==> config.mk <==
export PLATFORM = sky130hd
export DESIGN_NAME = rate_monotonic_tick_scheduler
export DESIGN_NICKNAME = d
export VERILOG_FILES = /design/src/rtl/rmts_pkg.sv /design/src/rtl/rate_monotonic_tick_scheduler.sv
export SDC_FILE = /design/constraint.sdc
export NUM_CORES = 1
export LEC_CHECK = 0
export ABC_AREA = 1
export ABC_CLOCK_PERIOD_IN_PS = 16100
export BUFFER_PORTS_ARGS = -buffer_cell sky130_fd_sc_hd__buf_2
export CORE_MARGIN = 2
export CORE_UTILIZATION = 55
export DETAILED_ROUTE_END_ITERATION = 8
export PLACE_DENSITY = 0.74
export SETUP_SLACK_MARGIN = 0.02
export SLEW_MARGIN = 20
export SYNTH_ARGS = -nofsm -noshare
export SYNTH_HDL_FRONTEND = slang
export SYNTH_SLANG_ARGS = --single-unit
==> constraint.sdc <==
create_clock -name i_clk -period 16.1 [get_ports i_clk]
set_clock_uncertainty 0.1 [all_clocks]
set_input_delay 3.22 -clock i_clk [delete_from_list [all_inputs] [get_ports i_clk]]
set_output_delay 3.22 -clock i_clk [all_outputs]
set_load 0.01 [all_outputs]
==> src/rtl/rmts_pkg.sv <==
// Types and constants of the rate-monotonic tick scheduler.
package rmts_pkg;

    localparam int TIME_W     = 32;
    localparam int WORD_W     = 16;
    localparam int OUT_TASK_W = 3;
    localparam int CFG_IDX_W  = 8;

    // Register map: periods first, then budgets, REG_SLOTS of each.
    localparam int REG_SLOTS       = 4;
    localparam int CFG_PERIOD_BASE = 0;
    localparam int CFG_BUDGET_BASE = REG_SLOTS;

    typedef logic [TIME_W-1:0]     t_time;
    typedef logic [WORD_W-1:0]     t_word;
    typedef logic [CFG_IDX_W-1:0]  t_cfg_idx;
    typedef logic [OUT_TASK_W-1:0] t_task;

endpackage

==> src/rtl/rate_monotonic_tick_scheduler.sv <==
// Rate-monotonic tick scheduler: one scheduling decision per tick transaction.
//
// Input channel (i_in_valid / o_in_stall, i_now): one transaction per time tick,
// carrying the current time. Output channel (o_out_valid / i_out_stall):
// one transaction per input tick, naming the slot that ran (TASK_SLOTS = idle,
// masked to 3 bits) and whether its job finished its budget on that tick.
// Config channel (i_cfg_valid / o_cfg_ready, always ready): index 0..3 writes
// the periods, 4..7 the budgets; other indices are dropped. Write only while
// the block holds no tick in flight.
//
// Path from input transaction to result: input register, then result register.
// Throughput: one tick per cycle while the receiver does not stall; the release
// compares, the shortest-period pick over the slots and the used-time update all
// sit between the input register and the result register.
// When the receiver stalls, the result register holds, the input register
// still fills once, and o_in_stall rises only when both are occupied.
// Reset (synchronous, active low) clears all job state, periods to zero,
// budgets to one, and empties both registers.
module rate_monotonic_tick_scheduler #(
    parameter int TASK_SLOTS = 4
) (
    input  logic               i_clk,
    input  logic               i_rst_n,
    input  logic               i_in_valid,
    output logic               o_in_stall,
    input  rmts_pkg::t_time    i_now,
    output logic               o_out_valid,
    input  logic               i_out_stall,
    output rmts_pkg::t_task    o_running_task,
    output logic               o_job_done,
    input  logic               i_cfg_valid,
    output logic               o_cfg_ready,
    input  rmts_pkg::t_cfg_idx i_cfg_index,
    input  rmts_pkg::t_word    i_cfg_data
);
    import rmts_pkg::*;

    localparam int PICK_W = $clog2(TASK_SLOTS + 1);

    // configuration
    t_word r_period [TASK_SLOTS];
    t_word r_budget [TASK_SLOTS];

    // per-slot job state
    t_time r_next_release [TASK_SLOTS];
    logic  [TASK_SLOTS-1:0] r_pending;
    t_word r_used [TASK_SLOTS];

    t_time n_next_release [TASK_SLOTS];
    logic  [TASK_SLOTS-1:0] n_pending;
    t_word n_used [TASK_SLOTS];

    // input and result registers
    logic  r_in_valid;
    t_time r_now;
    logic  r_out_valid;
    t_task r_running_task;
    logic  r_job_done;

    logic               adv;
    logic [TASK_SLOTS-1:0] en;
    logic [TASK_SLOTS-1:0] rel;
    logic [TASK_SLOTS-1:0] pend1;
    logic [TASK_SLOTS-1:0] sel;
    logic [TASK_SLOTS-1:0] done_s;
    t_word              used_inc [TASK_SLOTS];
    t_word              bud_eff  [TASK_SLOTS];
    t_word              best;
    logic               found;
    logic [PICK_W-1:0]  pick;
    logic               n_done;

    assign adv         = r_in_valid && (!r_out_valid || !i_out_stall);
    assign o_in_stall  = r_in_valid && !adv;
    assign o_out_valid = r_out_valid;
    assign o_running_task = r_running_task;
    assign o_job_done  = r_job_done;
    assign o_cfg_ready = 1'b1;

    // release, then shortest-period pick (strict less: ties keep the lower slot)
    always_comb begin
        found = 1'b0;
        best  = '0;
        sel   = '0;
        pick  = PICK_W'(TASK_SLOTS);
        for (int s = 0; s < TASK_SLOTS; s++) begin
            en[s]    = (r_period[s] != '0);
            rel[s]   = en[s] && !r_pending[s] && (r_now >= r_next_release[s]);
            pend1[s] = r_pending[s] || rel[s];
            if (en[s] && pend1[s] && (!found || (r_period[s] < best))) begin
                found  = 1'b1;
                best   = r_period[s];
                sel    = '0;
                sel[s] = 1'b1;
                pick   = PICK_W'(s);
            end
        end
    end

    // execution of the picked job and next job state
    always_comb begin
        for (int s = 0; s < TASK_SLOTS; s++) begin
            used_inc[s] = r_used[s] + WORD_W'(1);
            bud_eff[s]  = (r_budget[s] == '0) ? WORD_W'(1) : r_budget[s];
            done_s[s]   = sel[s] && (used_inc[s] >= bud_eff[s]);
            n_next_release[s] = rel[s] ? (r_next_release[s] + TIME_W'(r_period[s]))
                                       : r_next_release[s];
            n_pending[s] = pend1[s] && !done_s[s];
            if (done_s[s]) begin
                n_used[s] = '0;
            end else if (sel[s]) begin
                n_used[s] = used_inc[s];
            end else begin
                n_used[s] = r_used[s];
            end
        end
        n_done = |done_s;
    end

    always_ff @(posedge i_clk) begin
        if (!i_rst_n) begin
            r_in_valid  <= 1'b0;
            r_out_valid <= 1'b0;
            r_pending   <= '0;
            for (int s = 0; s < TASK_SLOTS; s++) begin
                r_period[s]       <= '0;
                r_budget[s]       <= WORD_W'(1);
                r_next_release[s] <= '0;
                r_used[s]         <= '0;
            end
        end else begin
            if (!o_in_stall) begin
                r_in_valid <= i_in_valid;
            end
            if (adv) begin
                r_out_valid <= 1'b1;
                r_pending   <= n_pending;
                for (int s = 0; s < TASK_SLOTS; s++) begin
                    r_next_release[s] <= n_next_release[s];
                    r_used[s]         <= n_used[s];
                end
            end else if (!i_out_stall) begin
                r_out_valid <= 1'b0;
            end
            if (i_cfg_valid && o_cfg_ready) begin
                for (int s = 0; s < TASK_SLOTS; s++) begin
                    if (s < REG_SLOTS) begin
                        if (i_cfg_index == CFG_IDX_W'(CFG_PERIOD_BASE + s)) begin
                            r_period[s] <= i_cfg_data;
                        end
                        if (i_cfg_index == CFG_IDX_W'(CFG_BUDGET_BASE + s)) begin
                            r_budget[s] <= i_cfg_data;
                        end
                    end
                end
            end
        end
    end

    // payload registers, no reset
    always_ff @(posedge i_clk) begin
        if (!o_in_stall && i_in_valid) begin
            r_now <= i_now;
        end
        if (adv) begin
            r_running_task <= OUT_TASK_W'(pick);
            r_job_done     <= n_done;
        end
    end

endmodule

-- Word-level counts from Yosys, hierarchy flattened
Memories as Yosys holds them, arrays and structs flattened.
Index checks and enable logic that the tools add are counted.
- bits in writable memories: 320
- bits in latches: 0
- register bits: 42
- memories kept: 4
- memory bits (read-only): 0
- input bits: 61
- output and inout port bits: 7
- logic and storage cells: 199
- shift-type cells: 0
- equality and inequality tests: 8
- $mul: 0
- add/sub/neg operators: 8
- mux-type cells: 83
- divide/modulo/power cells: 0
- magnitude comparators: 11
- bitwise operators: 16
- reduce and logical (&&, ||, !) cells: 61
- memories (name ; depth ; width ; read ports ; clocked after memory_dff ; wr ports ; line ; text):
    r_next_release ; 4 ; 32 ; 4 ; 0 ; 4 ; rate_monotonic_tick_scheduler.sv:45 ; t_time r_next_release [TASK_SLOTS];
    r_budget ; 4 ; 16 ; 4 ; 0 ; 4 ; rate_monotonic_tick_scheduler.sv:42 ; t_word r_budget [TASK_SLOTS];
    r_period ; 4 ; 16 ; 4 ; 0 ; 4 ; rate_monotonic_tick_scheduler.sv:41 ; t_word r_period [TASK_SLOTS];
    r_used ; 4 ; 16 ; 4 ; 0 ; 4 ; rate_monotonic_tick_scheduler.sv:47 ; t_word r_used [TASK_SLOTS];
- operators by type and width (kind ; count):
    $mux W16 ; 27
    $mux W32 ; 8
    $add A32 B16 Y32 ; 4
    $ge A32 B32 Y1 ; 4
    $add A16 B1 Y16 const B ; 4
    $ge A16 B16 Y1 ; 4
    $logic_not A16 Y1 ; 4
    $reduce_bool A16 Y1 ; 4
    $lt A16 B16 Y1 ; 3
    $mux W1 ; 43
    $eq A8 B3 Y1 const B ; 4
    $logic_and A1 B1 Y1 ; 26
    $eq A8 B2 Y1 const B ; 2
    $or A1 B1 Y1 ; 16
    $logic_not A1 Y1 ; 15
    $eq A8 B1 Y1 const B ; 1
    $logic_not A8 Y1 ; 1
    $logic_or A1 B1 Y1 ; 8
    $mux W4 ; 2
    $mux W2 ; 2
    $reduce_or A4 Y1 ; 1
    $mux W3 ; 1
    $reduce_or A3 Y1 ; 1
    $ne A2 B1 Y1 const B ; 1
    $reduce_or A2 Y1 ; 1

-- Depth between registers and ports, before layout
Gate-level depths: netlist of the first run.
An unclocked memory read counts as a cell.
- depth after elaboration: 22
- depth in mapped cells: 61
- gate-level depth less buffers: 57

-- Worst setup path before layout of the first run
Ideal clock, no wire load.
- kind: reg2reg
- from: register, netlist name r_now[15]
- to: memory r_used[3][0] (netlist bit), enable pin
- stages on the path, launching flop included: 44
- clock period less this slack: 7.328 ns
- slack: 8.772 ns
- data arrival time: 6.817 ns
- required time: 15.589 ns
- path through: edfxtp_1 > ha_1 > nand2_1 > nor2_2 > nand2_1 > nor2_1 > nor2_1 > nand2_1 > nand2_1 > nand3_2 > nand2_1 > clkinv_1 > clkbuf_1 > nand2_1 > ha_1 > nand2_1 > nor2_1 > a2111oi_0 > (+8 left out) > a211oi_1 > o221a_2 > nand2_1 > nand2_2 > nand2_4 > clkbuf_1 > nand2_1 > o21ai_0 > ha_1 > a21oi_1 > nor2_1 > a211oi_1 > o221a_2 > nand2_1 > nand2_2 > nand2_2 > buf_6 > o21ai_0
- RTL lines (item ; line):
    end: declaration ; rate_monotonic_tick_scheduler.sv:47

==> results of run 1 <==
==> synth_stat cells (all sizes together) (10+ instances only) <==
cell type,count
a31oi,10
nor3,60
ha,305
a21oi,198
inv,472
nor4,38
xor2,29
clkbuf,31
a211oi,19
nor2,401
o21ai,127
edfxtp,356
o21a,49
nand2,386
nand3,56
nand4,43
==> cell type report <==
| cell class | instances | area (um^2) |
|---|---|---|
| clock inverters | 27 | 330 |
| flip-flops and latches | 362 | 10800 |
| diodes | 1 | 2.50 |
| inverters | 474 | 1780 |
| repair buffers | 76 | 405 |
| well taps | 585 | 732 |
| clock buffers | 48 | 1060 |
| multi-input cells | 1789 | 11100 |
| fillers | 3530 | 16700 |
==> routing by layer <==
metal / global-route usage, % / vias to the layer above
met1: 38.4 / 8756
li1: - / 9234
met5: 0 / -
met3: 4.08 / 128
met2: 43.3 / 685
met4: 10.3 / 0
==> registers in the layout, indices dropped and copies added, names as in the netlist <==
signal          cells
o_out_valid         1
r_in_valid          1
r_pending           4
r_used             64
o_running_task      3
r_budget           64
o_job_done          1
r_next_release    128
r_period           64
r_now              32
==> report_power, final <==
part	total [mW]	switching, mW	internal, mW	leakage, nW
Sequential	1.16	0.0541	1.11	3.62
Combinational	0.517	0.336	0.181	7.52
Clock	0.984	0.398	0.586	0.676
Total	2.66	0.788	1.87	11.8
==> logic make-up (layout without fill, tap and decap cells) <==
logic type	after synthesis	after routing	synth area share, %
adder cells (fa/ha/maj)	309	309	16.3
other	1	2	0.0157
AND/OR/NAND/NOR	998	998	17.9
buffers and inverters	513	625	8.17
XOR/XNOR	34	34	1.25
flip-flops	362	362	45.3
AO/OA/AOI/OAI	447	447	10.9
==> worst max-delay path by stage <==
| stage | startpoint | to | slack [ps] | depth (start not counted) |
|---|---|---|---|---|
| after CTS | r_now[29] | r_used[1][1] | 8190 | 38 |
| after global placement | r_now[29] | r_used[1][0] | 8440 | 38 |
| after detailed placement | r_now[29] | r_used[1][0] | 8230 | 38 |
| after global routing | r_now[27] | r_used[1][2] | 7300 | 39 |
| after floorplan | r_now[15] | r_used[3][0] | 8770 | 43 |
| final | r_now[29] | r_used[1][3] | 8060 | 38 |
==> worst reg2reg max path: cells and delay by family (launching register included) <==
kind | cells | cell delay, ps
AO/OA/AOI/OAI | 13 | 2710
adder cells (fa/ha/maj) | 4 | 1210
buffers and inverters | 1 | 420
flip-flops | 1 | 480
AND/OR/NAND/NOR | 20 | 2710
==> stage by stage <==
| stage | utilization [%] | worst slack [ps] | instance area (um^2) |
|---|---|---|---|
| after detailed placement | 57.9 | 8230 | 24800 |
| after global routing | 61.1 | 7300 | 26200 |
| after floorplan | - | 8770 | 23800 |
| after CTS | 61.1 | 8190 | 26200 |
| after global placement | 57.9 | 8440 | 24800 |
| final | 61.1 | 8060 | 26200 |
==> results.toml, run 1 <==
[run_status]
status = "finished, final reports clean"

[power_and_ir_drop]
cellPowerDensity_mw_per_mm2 = 102
power.total_mw = 2.66
leakagePower_nw = 11.8
ir_worst_vdd_mv = 0.103

[detailed_routing]
wl_per_cell_um = 17.9
met1Wirelength_um = 26200
final_antenna_net_count = 0
drt-initial-drc-count = 1733
drt-total-wl_um = 60100
vias_per_cell = 5.59
vias = 18803
drc_errors = 0
wl_met3_um = 5230
drt_first_pass_iters = 8
top_layer = "met4"
dr_wl_met2_um = 26700

[cells_and_area]
stdcell_count = 3362
syn2layout_area_growth_pct = 9.95
final_cell_mix = "inv_1 (463), nor2_1 (382), nand2_1 (376)"
layout_commonest_cell = "inv_1"
drive_gt1_share_pct = 7.13
nNetsFinal = 3114

[sta]
final_hold_viol_count = 0
fmax_mhz = 124
holdWs_ps = 399
post-route-period-util_pct = 50.0
min_period_ps = 8040
tightest_slew_ps = 976
setup-violations-final = 0
rsz0062_at_grt = "false"
max-slew-margin-rel_pct = 34.1
maxSlewViolCount = 0
tns_ps = 0

[clock_network]
cts_tree = "yes"
h-tree-depth = 2
cts_resized = 0
cts_root_buf = "clkbuf_16"
post_cts.repair.setup_buffers = 0
cts_hold_buf = 0
cts.sinks = 362
clock_tree.buffer_depth = 3
cts_buffers = 41
clkTransAtPathRegs_ps = 60
clk_latency_ps = 590

[synthesis]
synthArstFlopShare_pct = 0
syn_inst = 2664
synthTopCellsByArea = "edfxtp_1 (45%), ha_1 (16%), inv_1 (7.3%)"
yosysUniqueCellTypes = 53
synth_seq_area_share_pct = 45.3
netlist.top_cell.by_area = "edfxtp_1"
syn_nets = 3034
yosysWarnings = 0
yosys_register_bits = 362
syn_area_mm2 = 0.0238
syn_avg_cell_area_um2 = 8.95
synth_top_area_share_pct = 44.8
yosys_most_used_dff = "edfxtp_1"
synth_edf_count = 356

[worst_setup_path]
cp.arrival_ps = 8100
end_kind = "register"
crit_path_frequent_cell = "nand2_1"
slowest_stage = "edfxtp_1"
startpoint_type = "register"
cpPeakStageDelay_ps = 480
cp.buffers_inverters = 1
rr_worst_depth = 38
crit_fanout = 34
required_ps = 16150
critical_path_class = "register to register"
r2r_setup_slack_ps = 8060
critPathTopFamily = "simple AND/OR/NAND/NOR gates"
r2r_start = "r_now[29]"
reg2reg_to = "r_used[1][3]"

[min_path]
hp-start = "r_in_valid"
whs_endpoint = "o_out_valid"
hold_path_class = "register to register"
worstHoldPathCells = 2

[grt]
grt_pass1_vias = 18381
antenna_found_initial = 1
grt_max_degree = 65
grt_first_pass_wirelength_um = 95400
grt_overflow = 0
grt_usage_pct = 27.4

[floorplanning]
die_h_um = 212
die_w_um = 212
rows = 76
die_area_mm2 = 0.0450
coreArea_mm2 = 0.0429
io_pins = 68
start_util_pct = 55.6

[placed_design]
globalplace.congestion = 0.934
post-dp-hpwl_um = 44900
io_buffers = 66
place_inst = 3286

[run]
cap_violations = 0
Power figures use the tool's default switching activity.
==> run 2, diff against run 1 <==
- ABC_AREA: 1 -> 0
- ABC_CLOCK_PERIOD_IN_PS: 16100 -> 7500
- clock period: 16.1 -> 7.5 ns (I/O delays scaled with it)
==> run 2 against run 1 <==
Compared with the run above:
- the flow now finishes with violations (negative setup slack)
- first-iteration DRC count down 0.75%
- maximum frequency down 8.8%
- die area increased by 4.9%
- cell area up 14%
- utilization grew 4.8 points
- via count is 8.4% higher
- total power rose by 130%
- critical path type unchanged
==> results.toml, run 2 <==
[run_status]
status = "complete, but fails checks"
violations = "negative setup slack"

[floorplanning]
rows = 78
coreArea_mm2 = 0.0452
io_pins = 68
die_area_mm2 = 0.0472
die_w_um = 217
start_util_pct = 55.4
die_h_um = 217

[placed_design]
globalplace.congestion = 0.929
post-dp-hpwl_um = 50500
placed_area_mm2 = 0.0274
io_buffers = 66

[power_and_ir_drop]
ir_worst_vdd_mv = 0.201
leakagePower_nw = 12.3
cellPowerDensity_mw_per_mm2 = 205
power.total_mw = 6.12

[synthesis]
synth_edf_count = 356
synthTopCellsByArea = "edfxtp_1 (43%), ha_1 (15%), inv_1 (3.6%)"
syn_inst = 2466
syn_area_mm2 = 0.0250
yosys_most_used_dff = "edfxtp_1"
synth_top_family_by_area = "simple AND/OR/NAND/NOR gates"
synthSimpleGateAreaFrac_pct = 19.0
synth_xor_area_share_pct = 4.13
synth_top_area_share_pct = 42.7
synth_common_cells = "edfxtp_1 (356), ha_1 (305), inv_1 (242), nor2_1 (186), nand2_1 (152)"
synth_seq_area_share_pct = 43.2
synthArstFlopShare_pct = 0
syn_nets = 2836
yosysWarnings = 0
syn_avg_cell_area_um2 = 10.1
yosysUniqueCellTypes = 80
synthAdderAreaFrac_pct = 15.6
netlist.top_cell.by_area = "edfxtp_1"
synth_mux_area_share_pct = 0.645
synth_compound_area_share_pct = 12.8
yosys_register_bits = 362
synth.most_common_cell = "edfxtp_1"

[sta]
min_period_ps = 8820
max-slew-margin-rel_pct = 28.9
post-route-period-util_pct = 118
fmax_mhz = 113
final_hold_viol_count = 0
layout_setup_ws_ps = -1320
maxSlewViolCount = 0
tightest_slew_ps = 1060
setup-violations-final = 135
rsz0062_at_grt = "true"

[clock_network]
clock_tree.buffer_depth = 3
clk_latency_ps = 590
cts.sinks = 362
clkTransAtPathRegs_ps = 60
h-tree-depth = 2
cts_tree = "yes"
cts_buffers = 42
cts_root_buf = "clkbuf_16"
cts_hold_buf = 0

[cells_and_area]
nFillCells = 3408
antennaDiodeCount = 0
fin_area_mm2 = 0.0298
final_cell_mix = "edfxtp_1 (356), ha_1 (287), inv_1 (241)"
largest_reg_flops = 128
layout_commonest_cell = "edfxtp_1"
syn2layout_area_growth_pct = 19.1
ff_latch_area_mm2 = 0.0108
top_register = "r_next_release"
drive_gt1_share_pct = 17.9
multi_input_area_mm2 = 0.0138
nNetsFinal = 3110

[worst_setup_path]
required_ps = 7690
cp.arrival_ps = 9020
critical_path_class = "register to register"
startpoint_type = "register"
crit_fanout = 11
end_kind = "register"
r2r_start = "r_now[27]"
crit_path_frequent_cell = "buf_12"
cpPeakStageDelay_ps = 570
slowest_stage = "or4_4"
startpoint = "r_now[27]"

[detailed_routing]
vias_per_cell = 6.05
vias = 20380
wl_per_cell_um = 20.4
drt-initial-drc-count = 1720
drt_first_pass_iters = 8
final_antenna_net_count = 0
drc_errors = 0
drt-total-wl_um = 68600

[grt]
grt_overflow = 0
grt_max_degree = 58
grt_usage_pct = 29.1
grt_pass1_vias = 20309
antenna_found_initial = 2
grt_first_pass_wirelength_um = 107000

[min_path]
hp-start = "r_in_valid"
hold_path_class = "register to register"

[run]
cap_violations = 0
[run 2: cell types whose count changed in the layout (fill, tap and decap cells not counted), moves of 91 or more]
| cell | before | now |
|---|---|---|
| nand2_1 | 376 | 136 |
| and2_1 | 0 | 142 |
| buf_4 | 10 | 188 |
| nor2_1 | 382 | 178 |
| inv_1 | 463 | 241 |
| a21oi_1 | 198 | 107 |
[run 2: worst max-delay path: cells and delay by family (launching register included)]
family / cells / cell delay, ps
AO/OA/AOI/OAI: 19 / 3530
flip-flops: 1 / 430
adder cells (fa/ha/maj): 4 / 1150
AND/OR/NAND/NOR: 12 / 2200
buffers and inverters: 7 / 1060
[run 2: report_power, final]
part           switching, mW  leakage [nW]  internal, mW  total, mW
Combinational          0.931          8.11         0.778       1.71
Clock                  0.844         0.594          1.07       1.91
Sequential             0.118          3.62          2.38       2.50
Total                   1.89          12.3          4.23       6.12
[run 2: final timing paths]
| kind | endpoint | slack (ps) | cells after the start |
|---|---|---|---|
| setup / recovery | r_used[3][6] | -1320 | 42 |
| hold / removal | o_out_valid | 430 | 2 |
| setup reg to reg | r_used[3][6] | -1320 | 42 |
| hold reg to reg | o_out_valid | 430 | 2 |
[run 2: logic make-up (layout without fill, tap and decap cells)]
family                     count (synthesis)  in the layout
adders and majority gates                309            309
xor gates and xnor gates                 118            118
AOI/OAI and AO/OA                        490            490
buffers and inverters                    296            598
and+or+nand+nor                          874            874
other                                      1              1
muxes                                     16             16
DFF                                      362            362
[run 2: timing repair]
action                     CTS  global route
gates resized for setup     88            46
cloned                       6             0
setup buffers               37             9
setup endpoints to repair  135           135
pin swaps                   30            19
[run 2: layout make-up]
| cell class | instances | share of cell area (%) |
|---|---|---|
| timing repair buffer | 284 | 7.64 |
| multi-input combinational | 1808 | 46.3 |
| inverter | 242 | 3.05 |
| clock buffer | 55 | 3.69 |
| sequential | 362 | 36.3 |
| clock inverter | 17 | 0.491 |
| tap | 600 | 2.52 |
[run 2: per-layer routing]
metal	vias up	share of wire (%)	global-route usage (%)
li1	9584	-	-
met1	9794	41	37.3
met2	777	47	48.4
met3	225	7.4	4.16
met4	0	5.1	14.1
met5	-	0	0
[run 2: through the flow]
| step | hold WS [ps] | instances | setup TNS [ps] | setup WS (ps) | utilization (%) |
|---|---|---|---|---|---|
| after detailed placement | 397 | 3249 | -189370 | -1760 | 60.7 |
| after global routing | 426 | 3368 | -210090 | -1650 | 65.9 |
| final | 433 | 3368 | -166300 | -1320 | 65.9 |
| after CTS | 417 | 3362 | -139550 | -1130 | 65.5 |
| after global placement | 367 | 3249 | -153440 | -1420 | 60.7 |
| after floorplan | 351 | 2466 | -166910 | -1470 | - |
